==> config.mk <==
export PLATFORM = sky130hd
export DESIGN_NAME = express_ring_route_select_unit
export DESIGN_NICKNAME = d
export VERILOG_FILES = /design/src/rtl/errs_pkg.sv /design/src/rtl/errs_csr.sv /design/src/rtl/errs_div.sv /design/src/rtl/errs_route.sv /design/src/rtl/express_ring_route_select_unit.sv
export VERILOG_INCLUDE_DIRS = /design/src /design/src/rtl
export SDC_FILE = /design/constraint.sdc
export NUM_CORES = 1
export LEC_CHECK = 0
export ABC_AREA = 1
export BUFFER_PORTS_ARGS = -buffer_cell sky130_fd_sc_hd__buf_4
export CAP_MARGIN = 30
export CORE_ASPECT_RATIO = 0.6
export CORE_MARGIN = 1.5
export CORE_UTILIZATION = 59
export CTS_BUF_LIST = sky130_fd_sc_hd__clkbuf_2 sky130_fd_sc_hd__clkbuf_4 sky130_fd_sc_hd__clkbuf_8
export DETAILED_ROUTE_END_ITERATION = 8
export GPL_TIMING_DRIVEN = 0
export PLACE_DENSITY = 0.83
export SYNTH_ARGS = -nofsm -noshare
export SYNTH_HDL_FRONTEND = slang
export SYNTH_HIERARCHICAL = 1
export SYNTH_SLANG_ARGS = --single-unit
==> constraint.sdc <==
create_clock -name clock -period 10.95 [get_ports clock]
set_input_delay 1.095 -clock clock [delete_from_list [all_inputs] [get_ports clock]]
set_output_delay 1.095 -clock clock [all_outputs]
set_load 0.02 [all_outputs]
==> src/rtl/express_ring_route_select_unit_macros.svh <==
// Assertion macros shared by the express ring route select RTL.
// Included by the modules that carry concurrent checks; no other dependencies.
`ifndef EXPRESS_RING_ROUTE_SELECT_UNIT_MACROS_SVH
`define EXPRESS_RING_ROUTE_SELECT_UNIT_MACROS_SVH

// Check a property on every clock edge outside reset
`define ERRS_ASSERT(label, clk, rst, prop, msg) \
   label: assert property (@(posedge clk) disable iff (rst) prop) else $error(msg);

// Check that a valid flag is clear in the cycle after reset
`define ERRS_ASSERT_RESET(label, clk, rst, sig, msg) \
   label: assert property (@(posedge clk) rst |=> !(sig)) else $error(msg);

`endif

==> src/rtl/errs_pkg.sv <==
// Shared types and constants for the express ring route select unit.
// No dependencies; imported by every module of the block.
package errs_pkg;

   localparam int unsigned MAX_SWITCHES      = 1024;
   localparam int unsigned MAX_CONCENTRATION = 64;

   localparam int unsigned NODE_W      = 16;
   localparam int unsigned RING_W      = 11;
   localparam int unsigned JUMP_W      = 10;
   localparam int unsigned CONC_W      = 7;
   localparam int unsigned SW_W        = 10;
   localparam int unsigned PORT_W      = 7;
   localparam int unsigned REM_W       = 6;
   localparam int unsigned DIST_W      = 18;
   localparam int unsigned CSR_ADDR_W  = 4;
   localparam int unsigned CSR_DATA_W  = 32;

   // Reciprocal scaling: floor(2^RECIP_SHIFT / c), exact within one after the multiply
   localparam int unsigned RECIP_SHIFT = 22;
   localparam int unsigned RECIP_W     = 23;
   localparam int unsigned PROD_W      = NODE_W + RECIP_W;
   localparam int unsigned RECIP_NUM   = 1 << RECIP_SHIFT;

   localparam logic [PORT_W-1:0] PORT_UP         = PORT_W'(0);
   localparam logic [PORT_W-1:0] PORT_DOWN       = PORT_W'(1);
   localparam logic [PORT_W-1:0] PORT_JUMP_UP    = PORT_W'(2);
   localparam logic [PORT_W-1:0] PORT_JUMP_DOWN  = PORT_W'(3);
   localparam logic [PORT_W-1:0] PORT_EJECT_BASE = PORT_W'(4);

   localparam logic [RING_W-1:0] RING_RESET = RING_W'(8);
   localparam logic [JUMP_W-1:0] JUMP_RESET = JUMP_W'(2);
   localparam logic [CONC_W-1:0] CONC_RESET = CONC_W'(1);
   localparam logic [SW_W-1:0]   OWN_RESET  = SW_W'(0);

   typedef enum logic [1:0] {
      REG_RING_SWITCHES    = 2'd0,
      REG_JUMP_DISTANCE    = 2'd1,
      REG_NODES_PER_SWITCH = 2'd2,
      REG_OWN_SWITCH       = 2'd3
   } csr_reg_type;

   // Effective configuration after clamping
   typedef struct packed {
      logic [RING_W-1:0] ring_size;
      logic [JUMP_W-1:0] jump;
      logic [CONC_W-1:0] conc;
      logic [SW_W-1:0]   own;
   } cfg_type;

   // Destination switch and node remainder handed to the routing stages
   typedef struct packed {
      logic [NODE_W-1:0] dest_switch;
      logic [REM_W-1:0]  node_rem;
      logic              crossed;
   } quot_type;

   // Reciprocal table, entry k serves concentration k+1
   localparam logic [RECIP_W-1:0] RECIP_TABLE [MAX_CONCENTRATION] = '{
      RECIP_W'(RECIP_NUM / 1),  RECIP_W'(RECIP_NUM / 2),
      RECIP_W'(RECIP_NUM / 3),  RECIP_W'(RECIP_NUM / 4),
      RECIP_W'(RECIP_NUM / 5),  RECIP_W'(RECIP_NUM / 6),
      RECIP_W'(RECIP_NUM / 7),  RECIP_W'(RECIP_NUM / 8),
      RECIP_W'(RECIP_NUM / 9),  RECIP_W'(RECIP_NUM / 10),
      RECIP_W'(RECIP_NUM / 11), RECIP_W'(RECIP_NUM / 12),
      RECIP_W'(RECIP_NUM / 13), RECIP_W'(RECIP_NUM / 14),
      RECIP_W'(RECIP_NUM / 15), RECIP_W'(RECIP_NUM / 16),
      RECIP_W'(RECIP_NUM / 17), RECIP_W'(RECIP_NUM / 18),
      RECIP_W'(RECIP_NUM / 19), RECIP_W'(RECIP_NUM / 20),
      RECIP_W'(RECIP_NUM / 21), RECIP_W'(RECIP_NUM / 22),
      RECIP_W'(RECIP_NUM / 23), RECIP_W'(RECIP_NUM / 24),
      RECIP_W'(RECIP_NUM / 25), RECIP_W'(RECIP_NUM / 26),
      RECIP_W'(RECIP_NUM / 27), RECIP_W'(RECIP_NUM / 28),
      RECIP_W'(RECIP_NUM / 29), RECIP_W'(RECIP_NUM / 30),
      RECIP_W'(RECIP_NUM / 31), RECIP_W'(RECIP_NUM / 32),
      RECIP_W'(RECIP_NUM / 33), RECIP_W'(RECIP_NUM / 34),
      RECIP_W'(RECIP_NUM / 35), RECIP_W'(RECIP_NUM / 36),
      RECIP_W'(RECIP_NUM / 37), RECIP_W'(RECIP_NUM / 38),
      RECIP_W'(RECIP_NUM / 39), RECIP_W'(RECIP_NUM / 40),
      RECIP_W'(RECIP_NUM / 41), RECIP_W'(RECIP_NUM / 42),
      RECIP_W'(RECIP_NUM / 43), RECIP_W'(RECIP_NUM / 44),
      RECIP_W'(RECIP_NUM / 45), RECIP_W'(RECIP_NUM / 46),
      RECIP_W'(RECIP_NUM / 47), RECIP_W'(RECIP_NUM / 48),
      RECIP_W'(RECIP_NUM / 49), RECIP_W'(RECIP_NUM / 50),
      RECIP_W'(RECIP_NUM / 51), RECIP_W'(RECIP_NUM / 52),
      RECIP_W'(RECIP_NUM / 53), RECIP_W'(RECIP_NUM / 54),
      RECIP_W'(RECIP_NUM / 55), RECIP_W'(RECIP_NUM / 56),
      RECIP_W'(RECIP_NUM / 57), RECIP_W'(RECIP_NUM / 58),
      RECIP_W'(RECIP_NUM / 59), RECIP_W'(RECIP_NUM / 60),
      RECIP_W'(RECIP_NUM / 61), RECIP_W'(RECIP_NUM / 62),
      RECIP_W'(RECIP_NUM / 63), RECIP_W'(RECIP_NUM / 64)
   };

endpackage

==> src/rtl/errs_csr.sv <==
// Configuration register file for the express ring route select unit.
// Depends on errs_pkg; presents clamped settings to the datapath.
module errs_csr (
   input  logic                               clock,
   input  logic                               reset,
   input  logic                               csr_psel,
   input  logic                               csr_penable,
   input  logic                               csr_pwrite,
   input  logic [errs_pkg::CSR_ADDR_W-1:0]    csr_paddr,
   input  logic [errs_pkg::CSR_DATA_W-1:0]    csr_pwdata,
   output logic [errs_pkg::CSR_DATA_W-1:0]    csr_prdata,
   output logic                               csr_pready,
   output errs_pkg::cfg_type                  cfg
);
   import errs_pkg::*;

   logic [RING_W-1:0] ring_ff;
   logic [JUMP_W-1:0] jump_ff;
   logic [CONC_W-1:0] conc_ff;
   logic [SW_W-1:0]   own_ff;
   logic              wr_en;
   csr_reg_type       reg_sel;

   assign csr_pready = 1'b1;
   assign wr_en      = csr_psel & csr_penable & csr_pwrite;
   assign reg_sel    = csr_reg_type'(csr_paddr[3:2]);

   // Write registers on the access cycle
   always_ff @(posedge clock) begin
      if (reset) begin
         ring_ff <= RING_RESET;
         jump_ff <= JUMP_RESET;
         conc_ff <= CONC_RESET;
         own_ff  <= OWN_RESET;
      end else if (wr_en) begin
         case (reg_sel)
            REG_RING_SWITCHES:    ring_ff <= csr_pwdata[RING_W-1:0];
            REG_JUMP_DISTANCE:    jump_ff <= csr_pwdata[JUMP_W-1:0];
            REG_NODES_PER_SWITCH: conc_ff <= csr_pwdata[CONC_W-1:0];
            REG_OWN_SWITCH:       own_ff  <= csr_pwdata[SW_W-1:0];
            default: ;
         endcase
      end
   end

   // Read back raw register values
   always_comb begin
      case (reg_sel)
         REG_RING_SWITCHES:    csr_prdata = CSR_DATA_W'(ring_ff);
         REG_JUMP_DISTANCE:    csr_prdata = CSR_DATA_W'(jump_ff);
         REG_NODES_PER_SWITCH: csr_prdata = CSR_DATA_W'(conc_ff);
         REG_OWN_SWITCH:       csr_prdata = CSR_DATA_W'(own_ff);
         default:              csr_prdata = '0;
      endcase
   end

   // Clamp concentration to 1..max and ring size to the max
   always_comb begin
      cfg.jump = jump_ff;
      cfg.own  = own_ff;
      if (conc_ff == '0) begin
         cfg.conc = CONC_W'(1);
      end else if (conc_ff > CONC_W'(MAX_CONCENTRATION)) begin
         cfg.conc = CONC_W'(MAX_CONCENTRATION);
      end else begin
         cfg.conc = conc_ff;
      end
      if (ring_ff > RING_W'(MAX_SWITCHES)) begin
         cfg.ring_size = RING_W'(MAX_SWITCHES);
      end else begin
         cfg.ring_size = ring_ff;
      end
   end

endmodule

==> src/rtl/errs_div.sv <==
// Three-stage divider: destination node over concentration by reciprocal multiply.
// Depends on errs_pkg and the shared assertion macros.
`include "express_ring_route_select_unit_macros.svh"

module errs_div (
   input  logic                          clock,
   input  logic                          reset,
   input  errs_pkg::cfg_type             cfg,
   input  logic                          in_valid,
   output logic                          in_ready,
   input  logic [errs_pkg::NODE_W-1:0]   in_node,
   input  logic                          in_crossed,
   output logic                          out_valid,
   input  logic                          out_ready,
   output errs_pkg::quot_type            out_quot
);
   import errs_pkg::*;

   // Stage A: product with reciprocal
   logic                a_valid_ff;
   logic [PROD_W-1:0]   a_prod_ff, a_prod_in;
   logic [NODE_W-1:0]   a_node_ff;
   logic                a_crossed_ff;
   // Stage B: estimated quotient and remainder
   logic                b_valid_ff;
   logic [NODE_W-1:0]   b_quot_ff, b_quot_in;
   logic [CONC_W-1:0]   b_rem_ff, b_rem_in;
   logic                b_crossed_ff;
   // Stage C: corrected quotient and remainder
   logic                c_valid_ff;
   logic [NODE_W-1:0]   c_dest_ff, c_dest_in;
   logic [REM_W-1:0]    c_rem_ff, c_rem_in;
   logic                c_crossed_ff;

   logic                a_adv, b_adv, c_adv;
   logic [CONC_W-1:0]   conc_m1;
   logic [RECIP_W-1:0]  recip;
   logic [NODE_W+CONC_W-1:0] quot_conc;
   logic [NODE_W-1:0]   rem_full;
   logic [CONC_W-1:0]   rem_fix;

   // Advance a stage when it is empty or its successor moves
   assign c_adv    = !c_valid_ff | out_ready;
   assign b_adv    = !b_valid_ff | c_adv;
   assign a_adv    = !a_valid_ff | b_adv;
   assign in_ready = a_adv;

   // Look up reciprocal and multiply
   assign conc_m1   = cfg.conc - CONC_W'(1);
   assign recip     = RECIP_TABLE[conc_m1[REM_W-1:0]];
   assign a_prod_in = PROD_W'(in_node) * PROD_W'(recip);

   // Estimate is floor or one below; form the remainder
   assign b_quot_in = a_prod_ff[RECIP_SHIFT +: NODE_W];
   assign quot_conc = (NODE_W+CONC_W)'(b_quot_in) * (NODE_W+CONC_W)'(cfg.conc);
   assign rem_full  = a_node_ff - quot_conc[NODE_W-1:0];
   assign b_rem_in  = rem_full[CONC_W-1:0];

   // Correct by one step when the remainder reaches the divisor
   assign rem_fix = b_rem_ff - cfg.conc;
   always_comb begin
      if (b_rem_ff >= cfg.conc) begin
         c_dest_in = b_quot_ff + NODE_W'(1);
         c_rem_in  = rem_fix[REM_W-1:0];
      end else begin
         c_dest_in = b_quot_ff;
         c_rem_in  = b_rem_ff[REM_W-1:0];
      end
   end

   // Valid bits
   always_ff @(posedge clock) begin
      if (reset) begin
         a_valid_ff <= 1'b0;
         b_valid_ff <= 1'b0;
         c_valid_ff <= 1'b0;
      end else begin
         if (a_adv) a_valid_ff <= in_valid;
         if (b_adv) b_valid_ff <= a_valid_ff;
         if (c_adv) c_valid_ff <= b_valid_ff;
      end
   end

   // Payload registers
   always_ff @(posedge clock) begin
      if (a_adv) begin
         a_prod_ff    <= a_prod_in;
         a_node_ff    <= in_node;
         a_crossed_ff <= in_crossed;
      end
      if (b_adv) begin
         b_quot_ff    <= b_quot_in;
         b_rem_ff     <= b_rem_in;
         b_crossed_ff <= a_crossed_ff;
      end
      if (c_adv) begin
         c_dest_ff    <= c_dest_in;
         c_rem_ff     <= c_rem_in;
         c_crossed_ff <= b_crossed_ff;
      end
   end

   assign out_valid            = c_valid_ff;
   assign out_quot.dest_switch = c_dest_ff;
   assign out_quot.node_rem    = c_rem_ff;
   assign out_quot.crossed     = c_crossed_ff;

   `ERRS_ASSERT(a_rem_below_conc, clock, reset, c_valid_ff |-> (c_rem_ff < cfg.conc[REM_W-1:0] || cfg.conc[REM_W]), "remainder not below concentration")
   `ERRS_ASSERT(a_stall_holds, clock, reset, c_valid_ff && !out_ready |=> c_valid_ff && $stable(c_dest_ff), "stalled quotient changed")
   `ERRS_ASSERT_RESET(a_reset_empty, clock, reset, a_valid_ff || b_valid_ff || c_valid_ff, "divider not empty after reset")

endmodule

==> src/rtl/errs_route.sv <==
// Two-stage route decision: ring distances, then port and crossed-bit choice.
// Depends on errs_pkg and the shared assertion macros.
`include "express_ring_route_select_unit_macros.svh"

module errs_route (
   input  logic                          clock,
   input  logic                          reset,
   input  errs_pkg::cfg_type             cfg,
   input  logic                          in_valid,
   output logic                          in_ready,
   input  errs_pkg::quot_type            in_quot,
   output logic                          out_valid,
   input  logic                          out_ready,
   output logic [errs_pkg::PORT_W-1:0]   out_port,
   output logic                          out_vc,
   output logic                          out_crossed,
   output logic                          out_bad
);
   import errs_pkg::*;

   // Stage D: distances and flags
   logic                      d_valid_ff;
   logic signed [DIST_W-1:0]  d_up_ff, d_up_in;
   logic signed [DIST_W-1:0]  d_down_ff, d_down_in;
   logic                      d_local_ff, d_bad_ff, d_crossed_ff;
   logic [REM_W-1:0]          d_rem_ff;
   // Stage E: result register
   logic                      e_valid_ff;
   logic [PORT_W-1:0]         e_port_ff, e_port_in;
   logic                      e_vc_ff, e_vc_in;
   logic                      e_crossed_ff, e_crossed_in;
   logic                      e_bad_ff;

   logic                      d_adv, e_adv;
   logic signed [DIST_W-1:0]  sw_s, sw_d, sw_r, sw_j;
   logic [RING_W-1:0]         own_plus_jump, own_plus_one, own_ext, jump_ext;
   logic [PORT_W-1:0]         route_port;
   logic                      wraps;

   assign e_adv    = !e_valid_ff | out_ready;
   assign d_adv    = !d_valid_ff | e_adv;
   assign in_ready = d_adv;

   // Measure up and down ring distances as signed values
   assign sw_s = DIST_W'(cfg.own);
   assign sw_d = DIST_W'(in_quot.dest_switch);
   assign sw_r = DIST_W'(cfg.ring_size);
   assign sw_j = DIST_W'(cfg.jump);
   assign d_up_in   = (sw_d > sw_s) ? sw_d - sw_s : sw_r - sw_s + sw_d;
   assign d_down_in = (sw_s > sw_d) ? sw_s - sw_d : sw_s + sw_r - sw_d;

   // Pick the link: exact jump or neighbour first, then the shorter way
   always_comb begin
      if (d_up_ff == sw_j) begin
         route_port = PORT_JUMP_UP;
      end else if (d_up_ff == DIST_W'(1)) begin
         route_port = PORT_UP;
      end else if (d_down_ff == sw_j) begin
         route_port = PORT_JUMP_DOWN;
      end else if (d_down_ff == DIST_W'(1)) begin
         route_port = PORT_DOWN;
      end else if (d_up_ff <= d_down_ff) begin
         route_port = (d_up_ff > sw_j) ? PORT_JUMP_UP : PORT_UP;
      end else begin
         route_port = (d_down_ff > sw_j) ? PORT_JUMP_DOWN : PORT_DOWN;
      end
   end

   // Flag links that wrap past switch zero
   assign own_ext       = RING_W'(cfg.own);
   assign jump_ext      = RING_W'(cfg.jump);
   assign own_plus_jump = own_ext + jump_ext;
   assign own_plus_one  = own_ext + RING_W'(1);
   always_comb begin
      case (route_port)
         PORT_JUMP_UP:   wraps = own_plus_jump >= cfg.ring_size;
         PORT_UP:        wraps = own_plus_one == cfg.ring_size;
         PORT_JUMP_DOWN: wraps = cfg.own < cfg.jump;
         default:        wraps = cfg.own == '0;
      endcase
   end

   // Eject locally or take the ring link
   always_comb begin
      if (d_local_ff) begin
         e_port_in    = PORT_EJECT_BASE + PORT_W'(d_rem_ff);
         e_vc_in      = 1'b0;
         e_crossed_in = d_crossed_ff;
      end else begin
         e_port_in    = route_port;
         e_crossed_in = d_crossed_ff | wraps;
         e_vc_in      = e_crossed_in;
      end
   end

   // Valid bits
   always_ff @(posedge clock) begin
      if (reset) begin
         d_valid_ff <= 1'b0;
         e_valid_ff <= 1'b0;
      end else begin
         if (d_adv) d_valid_ff <= in_valid;
         if (e_adv) e_valid_ff <= d_valid_ff;
      end
   end

   // Payload registers
   always_ff @(posedge clock) begin
      if (d_adv) begin
         d_up_ff      <= d_up_in;
         d_down_ff    <= d_down_in;
         d_local_ff   <= in_quot.dest_switch == NODE_W'(cfg.own);
         d_bad_ff     <= in_quot.dest_switch >= NODE_W'(cfg.ring_size);
         d_rem_ff     <= in_quot.node_rem;
         d_crossed_ff <= in_quot.crossed;
      end
      if (e_adv) begin
         e_port_ff    <= e_port_in;
         e_vc_ff      <= e_vc_in;
         e_crossed_ff <= e_crossed_in;
         e_bad_ff     <= d_bad_ff;
      end
   end

   assign out_valid   = e_valid_ff;
   assign out_port    = e_port_ff;
   assign out_vc      = e_vc_ff;
   assign out_crossed = e_crossed_ff;
   assign out_bad     = e_bad_ff;

   `ERRS_ASSERT(a_eject_vc_zero, clock, reset, e_valid_ff && e_port_ff >= PORT_EJECT_BASE |-> !e_vc_ff, "eject beat on nonzero channel")
   `ERRS_ASSERT(a_ring_vc_match, clock, reset, e_valid_ff && e_port_ff < PORT_EJECT_BASE |-> e_vc_ff == e_crossed_ff, "channel differs from crossed bit")
   `ERRS_ASSERT_RESET(a_reset_empty, clock, reset, d_valid_ff || e_valid_ff, "route stages not empty after reset")

endmodule

==> src/rtl/express_ring_route_select_unit.sv <==
// Express ring route select: one header beat in, one port decision out, every cycle.
// Each req beat passes in order through reciprocal multiply, remainder
// estimate, quotient correction, ring distances, port choice into the output register.
// Throughput is one beat per clock; each pipeline stage holds under rsp backpressure
// and fills bubbles.
// Program the registers only while no beat is in flight.
// Depends on errs_pkg, errs_csr, errs_div, errs_route.
module express_ring_route_select_unit (
   input  logic                               clock,
   input  logic                               reset,
   // Header beat
   input  logic                               req_tvalid,
   output logic                               req_tready,
   input  logic [15:0]                        req_tdata,   // [15:0] target_node
   input  logic                               req_tuser,   // [0] crossed_in
   // Route decision beat
   output logic                               rsp_tvalid,
   input  logic                               rsp_tready,
   output logic [15:0]                        rsp_tdata,   // [6:0] out_port,
                                                           // [7] virtual_channel,
                                                           // [8] crossed_out, rest 0
   output logic                               rsp_tuser,   // [0] bad_dest
   // Register port
   input  logic                               csr_psel,
   input  logic                               csr_penable,
   input  logic                               csr_pwrite,
   input  logic [errs_pkg::CSR_ADDR_W-1:0]    csr_paddr,
   input  logic [errs_pkg::CSR_DATA_W-1:0]    csr_pwdata,
   output logic [errs_pkg::CSR_DATA_W-1:0]    csr_prdata,
   output logic                               csr_pready
);
   import errs_pkg::*;

   cfg_type            cfg;
   quot_type           quot;
   logic               quot_valid, quot_ready;
   logic [PORT_W-1:0]  port;
   logic               vc, crossed;

   errs_csr u_csr (
      .clock       (clock),
      .reset       (reset),
      .csr_psel    (csr_psel),
      .csr_penable (csr_penable),
      .csr_pwrite  (csr_pwrite),
      .csr_paddr   (csr_paddr),
      .csr_pwdata  (csr_pwdata),
      .csr_prdata  (csr_prdata),
      .csr_pready  (csr_pready),
      .cfg         (cfg)
   );

   errs_div u_div (
      .clock      (clock),
      .reset      (reset),
      .cfg        (cfg),
      .in_valid   (req_tvalid),
      .in_ready   (req_tready),
      .in_node    (req_tdata[NODE_W-1:0]),
      .in_crossed (req_tuser),
      .out_valid  (quot_valid),
      .out_ready  (quot_ready),
      .out_quot   (quot)
   );

   errs_route u_route (
      .clock       (clock),
      .reset       (reset),
      .cfg         (cfg),
      .in_valid    (quot_valid),
      .in_ready    (quot_ready),
      .in_quot     (quot),
      .out_valid   (rsp_tvalid),
      .out_ready   (rsp_tready),
      .out_port    (port),
      .out_vc      (vc),
      .out_crossed (crossed),
      .out_bad     (rsp_tuser)
   );

   // Pack the decision beat
   assign rsp_tdata = {7'b0, crossed, vc, port};

endmodule
==> key figures <==
Yosys
  • Post-synthesis simple-gate area fraction: 20.2%
  • EDFF count, synth: 125
  • Gate count of the mapped netlist: 3459
  • Post-synthesis adder-cell area fraction: a little under two fifths
  • Ys async rst share: 0%
  • Post-synthesis mux area share: 0.0789%
  • Synth top area share: 23.6%
  • Sequential share of the synthesized area: 17.1%
  • Yosys warnings: 6
  • Seq cells post-synth: 168
  • Avg Cell Area, Syn: 7.79 µm²
  • Compound-Gate Fraction of Synth Area: 9.39%
  • Cell taking the most area after synthesis: fa_1
  • Distinct cells, synth: 73
  • Ys flop type: edfxtp_1
  • Largest family of logic cells by synthesized area: adder cells
  • Largest cells by area after synthesis: fa_1 24%, edfxtp_1 14%, ha_1 13%
  • XOR/XNOR share of the synthesized area: 3.87%
  • Mapped Area: 0.0269 mm²

Placement
  • I/O Buffers: between 50 and 60
  • RePlAce Congestion: 1.04
  • Placed inst area: 0.0283 mm²
  • Dpl hpwl: roughly 71 mm

CTS
  • Worst skew pair latency: 0.52 ns
  • CTS H-tree depth: 4
  • CTS Hold Bufs: 0
  • CTS tree: done
  • Root Driver: clkbuf_8
  • Max Root-Sink Buffers: 2
  • Sink Count: approximately 170
  • Total CTS buffers: 17
  • Setup bufs post-CTS: 0
  • Worst-path clk slew: approximately 0.11 ns
  • Post-cts resize count: 0

Timing
  • Final min period: around 10 ns
  • RSZ-0062 raised after global routing: false
  • Max-slew violation count: 0
  • Slew HR: around a third
  • Clock Skew: 0.0220 ns
  • Tightest Pin Transition: 0.993 ns
  • Setup_tns: 0 ns
  • Max Freq: 96.8 MHz
  • Fin crit share: between 90% and 100%
  • Final setup fails: 0
  • Hold slack: about 0.43 ns
  • Final Hold Viols: 0

GRT
  • Vias in the first global route: 22924
  • All-Layer GR Usage: approximately 36%
  • Congestion Overflow GR: 0
  • Initial antenna violation count: 2
  • Largest net degree at the start of global routing: 37
  • First-pass GRT wire length: 131 mm

Floorplanning
  • Core area: 0.0450 mm²
  • # IOs: between 100 and 150
  • Initial Utilization: 59.9%
  • Die Y: roughly 170 µm
  • Die area: 0.0470 mm²
  • Die X: 279 µm
  • # rows: 60

Setup path
  • Max incr delay on CP: 0.57 ns
  • Crit path to: u_div/a_prod_ff[23]
  • Critical path fanouts, max: 10
  • Top delay family on crit path: adder cells
  • Crit Path Class: flip-flop to flip-flop
  • Type of origin of the critical path: flip-flop
  • Crit Reg-Reg Startpoint: u_csr/conc_ff[0]
  • CP max-delay cell: clkinv_1
  • Total number of cells along the worst setup path: between 40 and 50
  • Reg2Reg Depth: 42
  • CP Capture Type: flip-flop
  • Reg2reg end: u_div/a_prod_ff[23]
  • CP Data Required Time: ~11 ns
  • CP bufs+invs: 12
  • Crit-path most repeated cell: nand2_1
  • Flop2flop setup slack: 0.62 ns
  • WP data arrival: 10.57 ns
  • Worst Setup SP: u_csr/conc_ff[0]

Route
  • Antenna viol nets, final: 0
  • DR DRC count: 20
  • Final WL: about 84 mm
  • Drt pass-1 iters: 9
  • Drt wl/cell: approximately 20 µm
  • DRT iter0 DRCs: around 3200
  • Vias: 24128
  • Via density: about 5.8

Run
  • Max-capacitance violation count: 0

Pwr
  • Tot Pwr: just under 8 mW
  • VDD IR-drop max: 0.301 mV
  • Leakage: 14.8 nW
  • Pwr dens: 268 mW/mm²

Outcome
  • Outcome: finished with violations
  • Failing checks: design-rule violations

Finish
  • Layout cells sized above 1: 7.73%
  • Finished layout cell area: about 0.029 mm²
  • Final-stage net count: about 4200
  • Area Growth Syn to Fin: 6.70%

Worst hold path
  • HP Class: flip-flop to flip-flop
==> state kept, by name (all words and copies together) (netlist names), 10 cells and up <==
name	count
u_div/b_quot_ff	16
u_route/d_down_ff	17
u_div/a_prod_ff	16
u_div/c_dest_ff	16
u_csr/own_ff	10
u_csr/ring_ff	11
u_route/d_up_ff	18
u_csr/jump_ff	10
==> power by group <==
part	switching (mW)	internal [mW]	leakage (nW)
Combinational	3.89	2.08	12.9
Clock	0.261	0.215	0.209
Sequential	0.229	1.05	1.68
Total	4.38	3.34	14.8
==> synthesized netlist by cell type, types with 10 or more instances <==
| master | instances |
|---|---|
| a21oi_1 | 145 |
| fa_1 | 318 |
| a31oi_1 | 10 |
| o21ai_2 | 11 |
| nor3_1 | 24 |
| inv_1 | 668 |
| xnor2_1 | 32 |
| buf_4 | 41 |
| inv_2 | 26 |
| buf_2 | 26 |
| edfxtp_1 | 125 |
| nand2_1 | 689 |
| clkbuf_1 | 42 |
| o211ai_1 | 19 |
| nor4_1 | 12 |
| nand3_1 | 105 |
| ha_1 | 286 |
| nand2_2 | 21 |
| xor2_1 | 87 |
| nor2_2 | 11 |
| nor2_1 | 406 |
| a21o_1 | 10 |
| dfxtp_1 | 43 |
| o21ai_0 | 90 |
| o21ai_1 | 64 |
| nand4_1 | 27 |
==> placed cells by master, fill, tap and decap left out, types with 12 or more instances in the layout <==
| master | Yosys | routed |
|---|---|---|
| nor4_1 | 12 | 12 |
| buf_4 | 41 | 101 |
| xnor2_1 | 32 | 32 |
| nor3_1 | 24 | 24 |
| edfxtp_1 | 125 | 125 |
| clkbuf_8 | 0 | 17 |
| o21ai_0 | 90 | 90 |
| nor2_1 | 406 | 406 |
| inv_1 | 668 | 668 |
| nand3_1 | 105 | 104 |
| dfxtp_1 | 43 | 43 |
| clkbuf_1 | 42 | 42 |
| ha_1 | 286 | 286 |
| xor2_1 | 87 | 87 |
| inv_2 | 26 | 26 |
| o21ai_1 | 64 | 64 |
| nand2_1 | 689 | 689 |
| buf_2 | 26 | 27 |
| conb_1 | 3 | 29 |
| a21oi_1 | 145 | 145 |
| nand4_1 | 27 | 27 |
| nand2_2 | 21 | 21 |
| fa_1 | 318 | 318 |
| o211ai_1 | 19 | 19 |
==> cells by family (layout without fill, tap and decap cells) <==
| group | after synthesis | after routing |
|---|---|---|
| and+or+nand+nor | 1323 | 1323 |
| buffers and inverters | 819 | 916 |
| adders and majority gates | 604 | 604 |
| AOI/OAI and AO/OA | 421 | 421 |
| DFF | 168 | 168 |
| xor gates and xnor gates | 119 | 119 |
| other | 3 | 30 |
| muxes | 2 | 2 |
==> how the worst min path moves through the flow <==
| stage | startpoint | end | slack (ns) | depth (start not counted) |
|---|---|---|---|---|
| global placement | u_div/b_crossed_ff | u_div/c_crossed_ff | 0.40 | 0 |
| global route | u_div/c_rem_ff[0] | u_route/d_rem_ff[0] | 0.43 | 0 |
| floorplan | u_div/a_crossed_ff | u_div/b_crossed_ff | 0.40 | 0 |
| detailed placement | u_div/a_prod_ff[36] | u_div/b_quot_ff[14] | 0.41 | 0 |
| finish | u_route/d_bad_ff | u_route/out_bad | 0.43 | 0 |
| CTS | u_div/a_prod_ff[36] | u_div/b_quot_ff[14] | 0.43 | 0 |
==> worst reg2reg max path: cells and delay by family (launching register included) <==
| family | cells | cell delay [ns] |
|---|---|---|
| compound gates | 3 | 0.77 |
| simple gates | 18 | 2.77 |
| fa+ha+maj | 9 | 3.61 |
| flops | 1 | 0.38 |
| buf+inv | 12 | 2.50 |
==> routing by layer <==
layer	up-vias	track usage (%)	wire length (µm)
met4	2	8.51	1980
met2	1671	45.4	30000
met3	159	16.4	15000
met1	11336	56.2	36700
met5	-	0	13
li1	10960	-	-
==> cell type report <==
class,instances,area [µm²]
clock inverter,13,164
antenna,1,2.50
multi-input combinational,2498,19100
buffer,119,701
fill,3899,16200
sequential,168,4610
timing repair buffer,65,551
tap,589,737
clock buffer,19,249
inverter,700,2630
==> per-stage QoR <==
step / util, % / worst slack [ns] / cells
global placement: 62.8 / 0.462 / 4133
detailed placement: 63.0 / 0.857 / 4138
finish: 63.9 / 0.621 / 4172
global route: 63.9 / 0.172 / 4172
CTS: 63.9 / 0.810 / 4170
floorplan: - / 2.70 / 3485
Note: power is estimated with default switching activity, not from simulation.
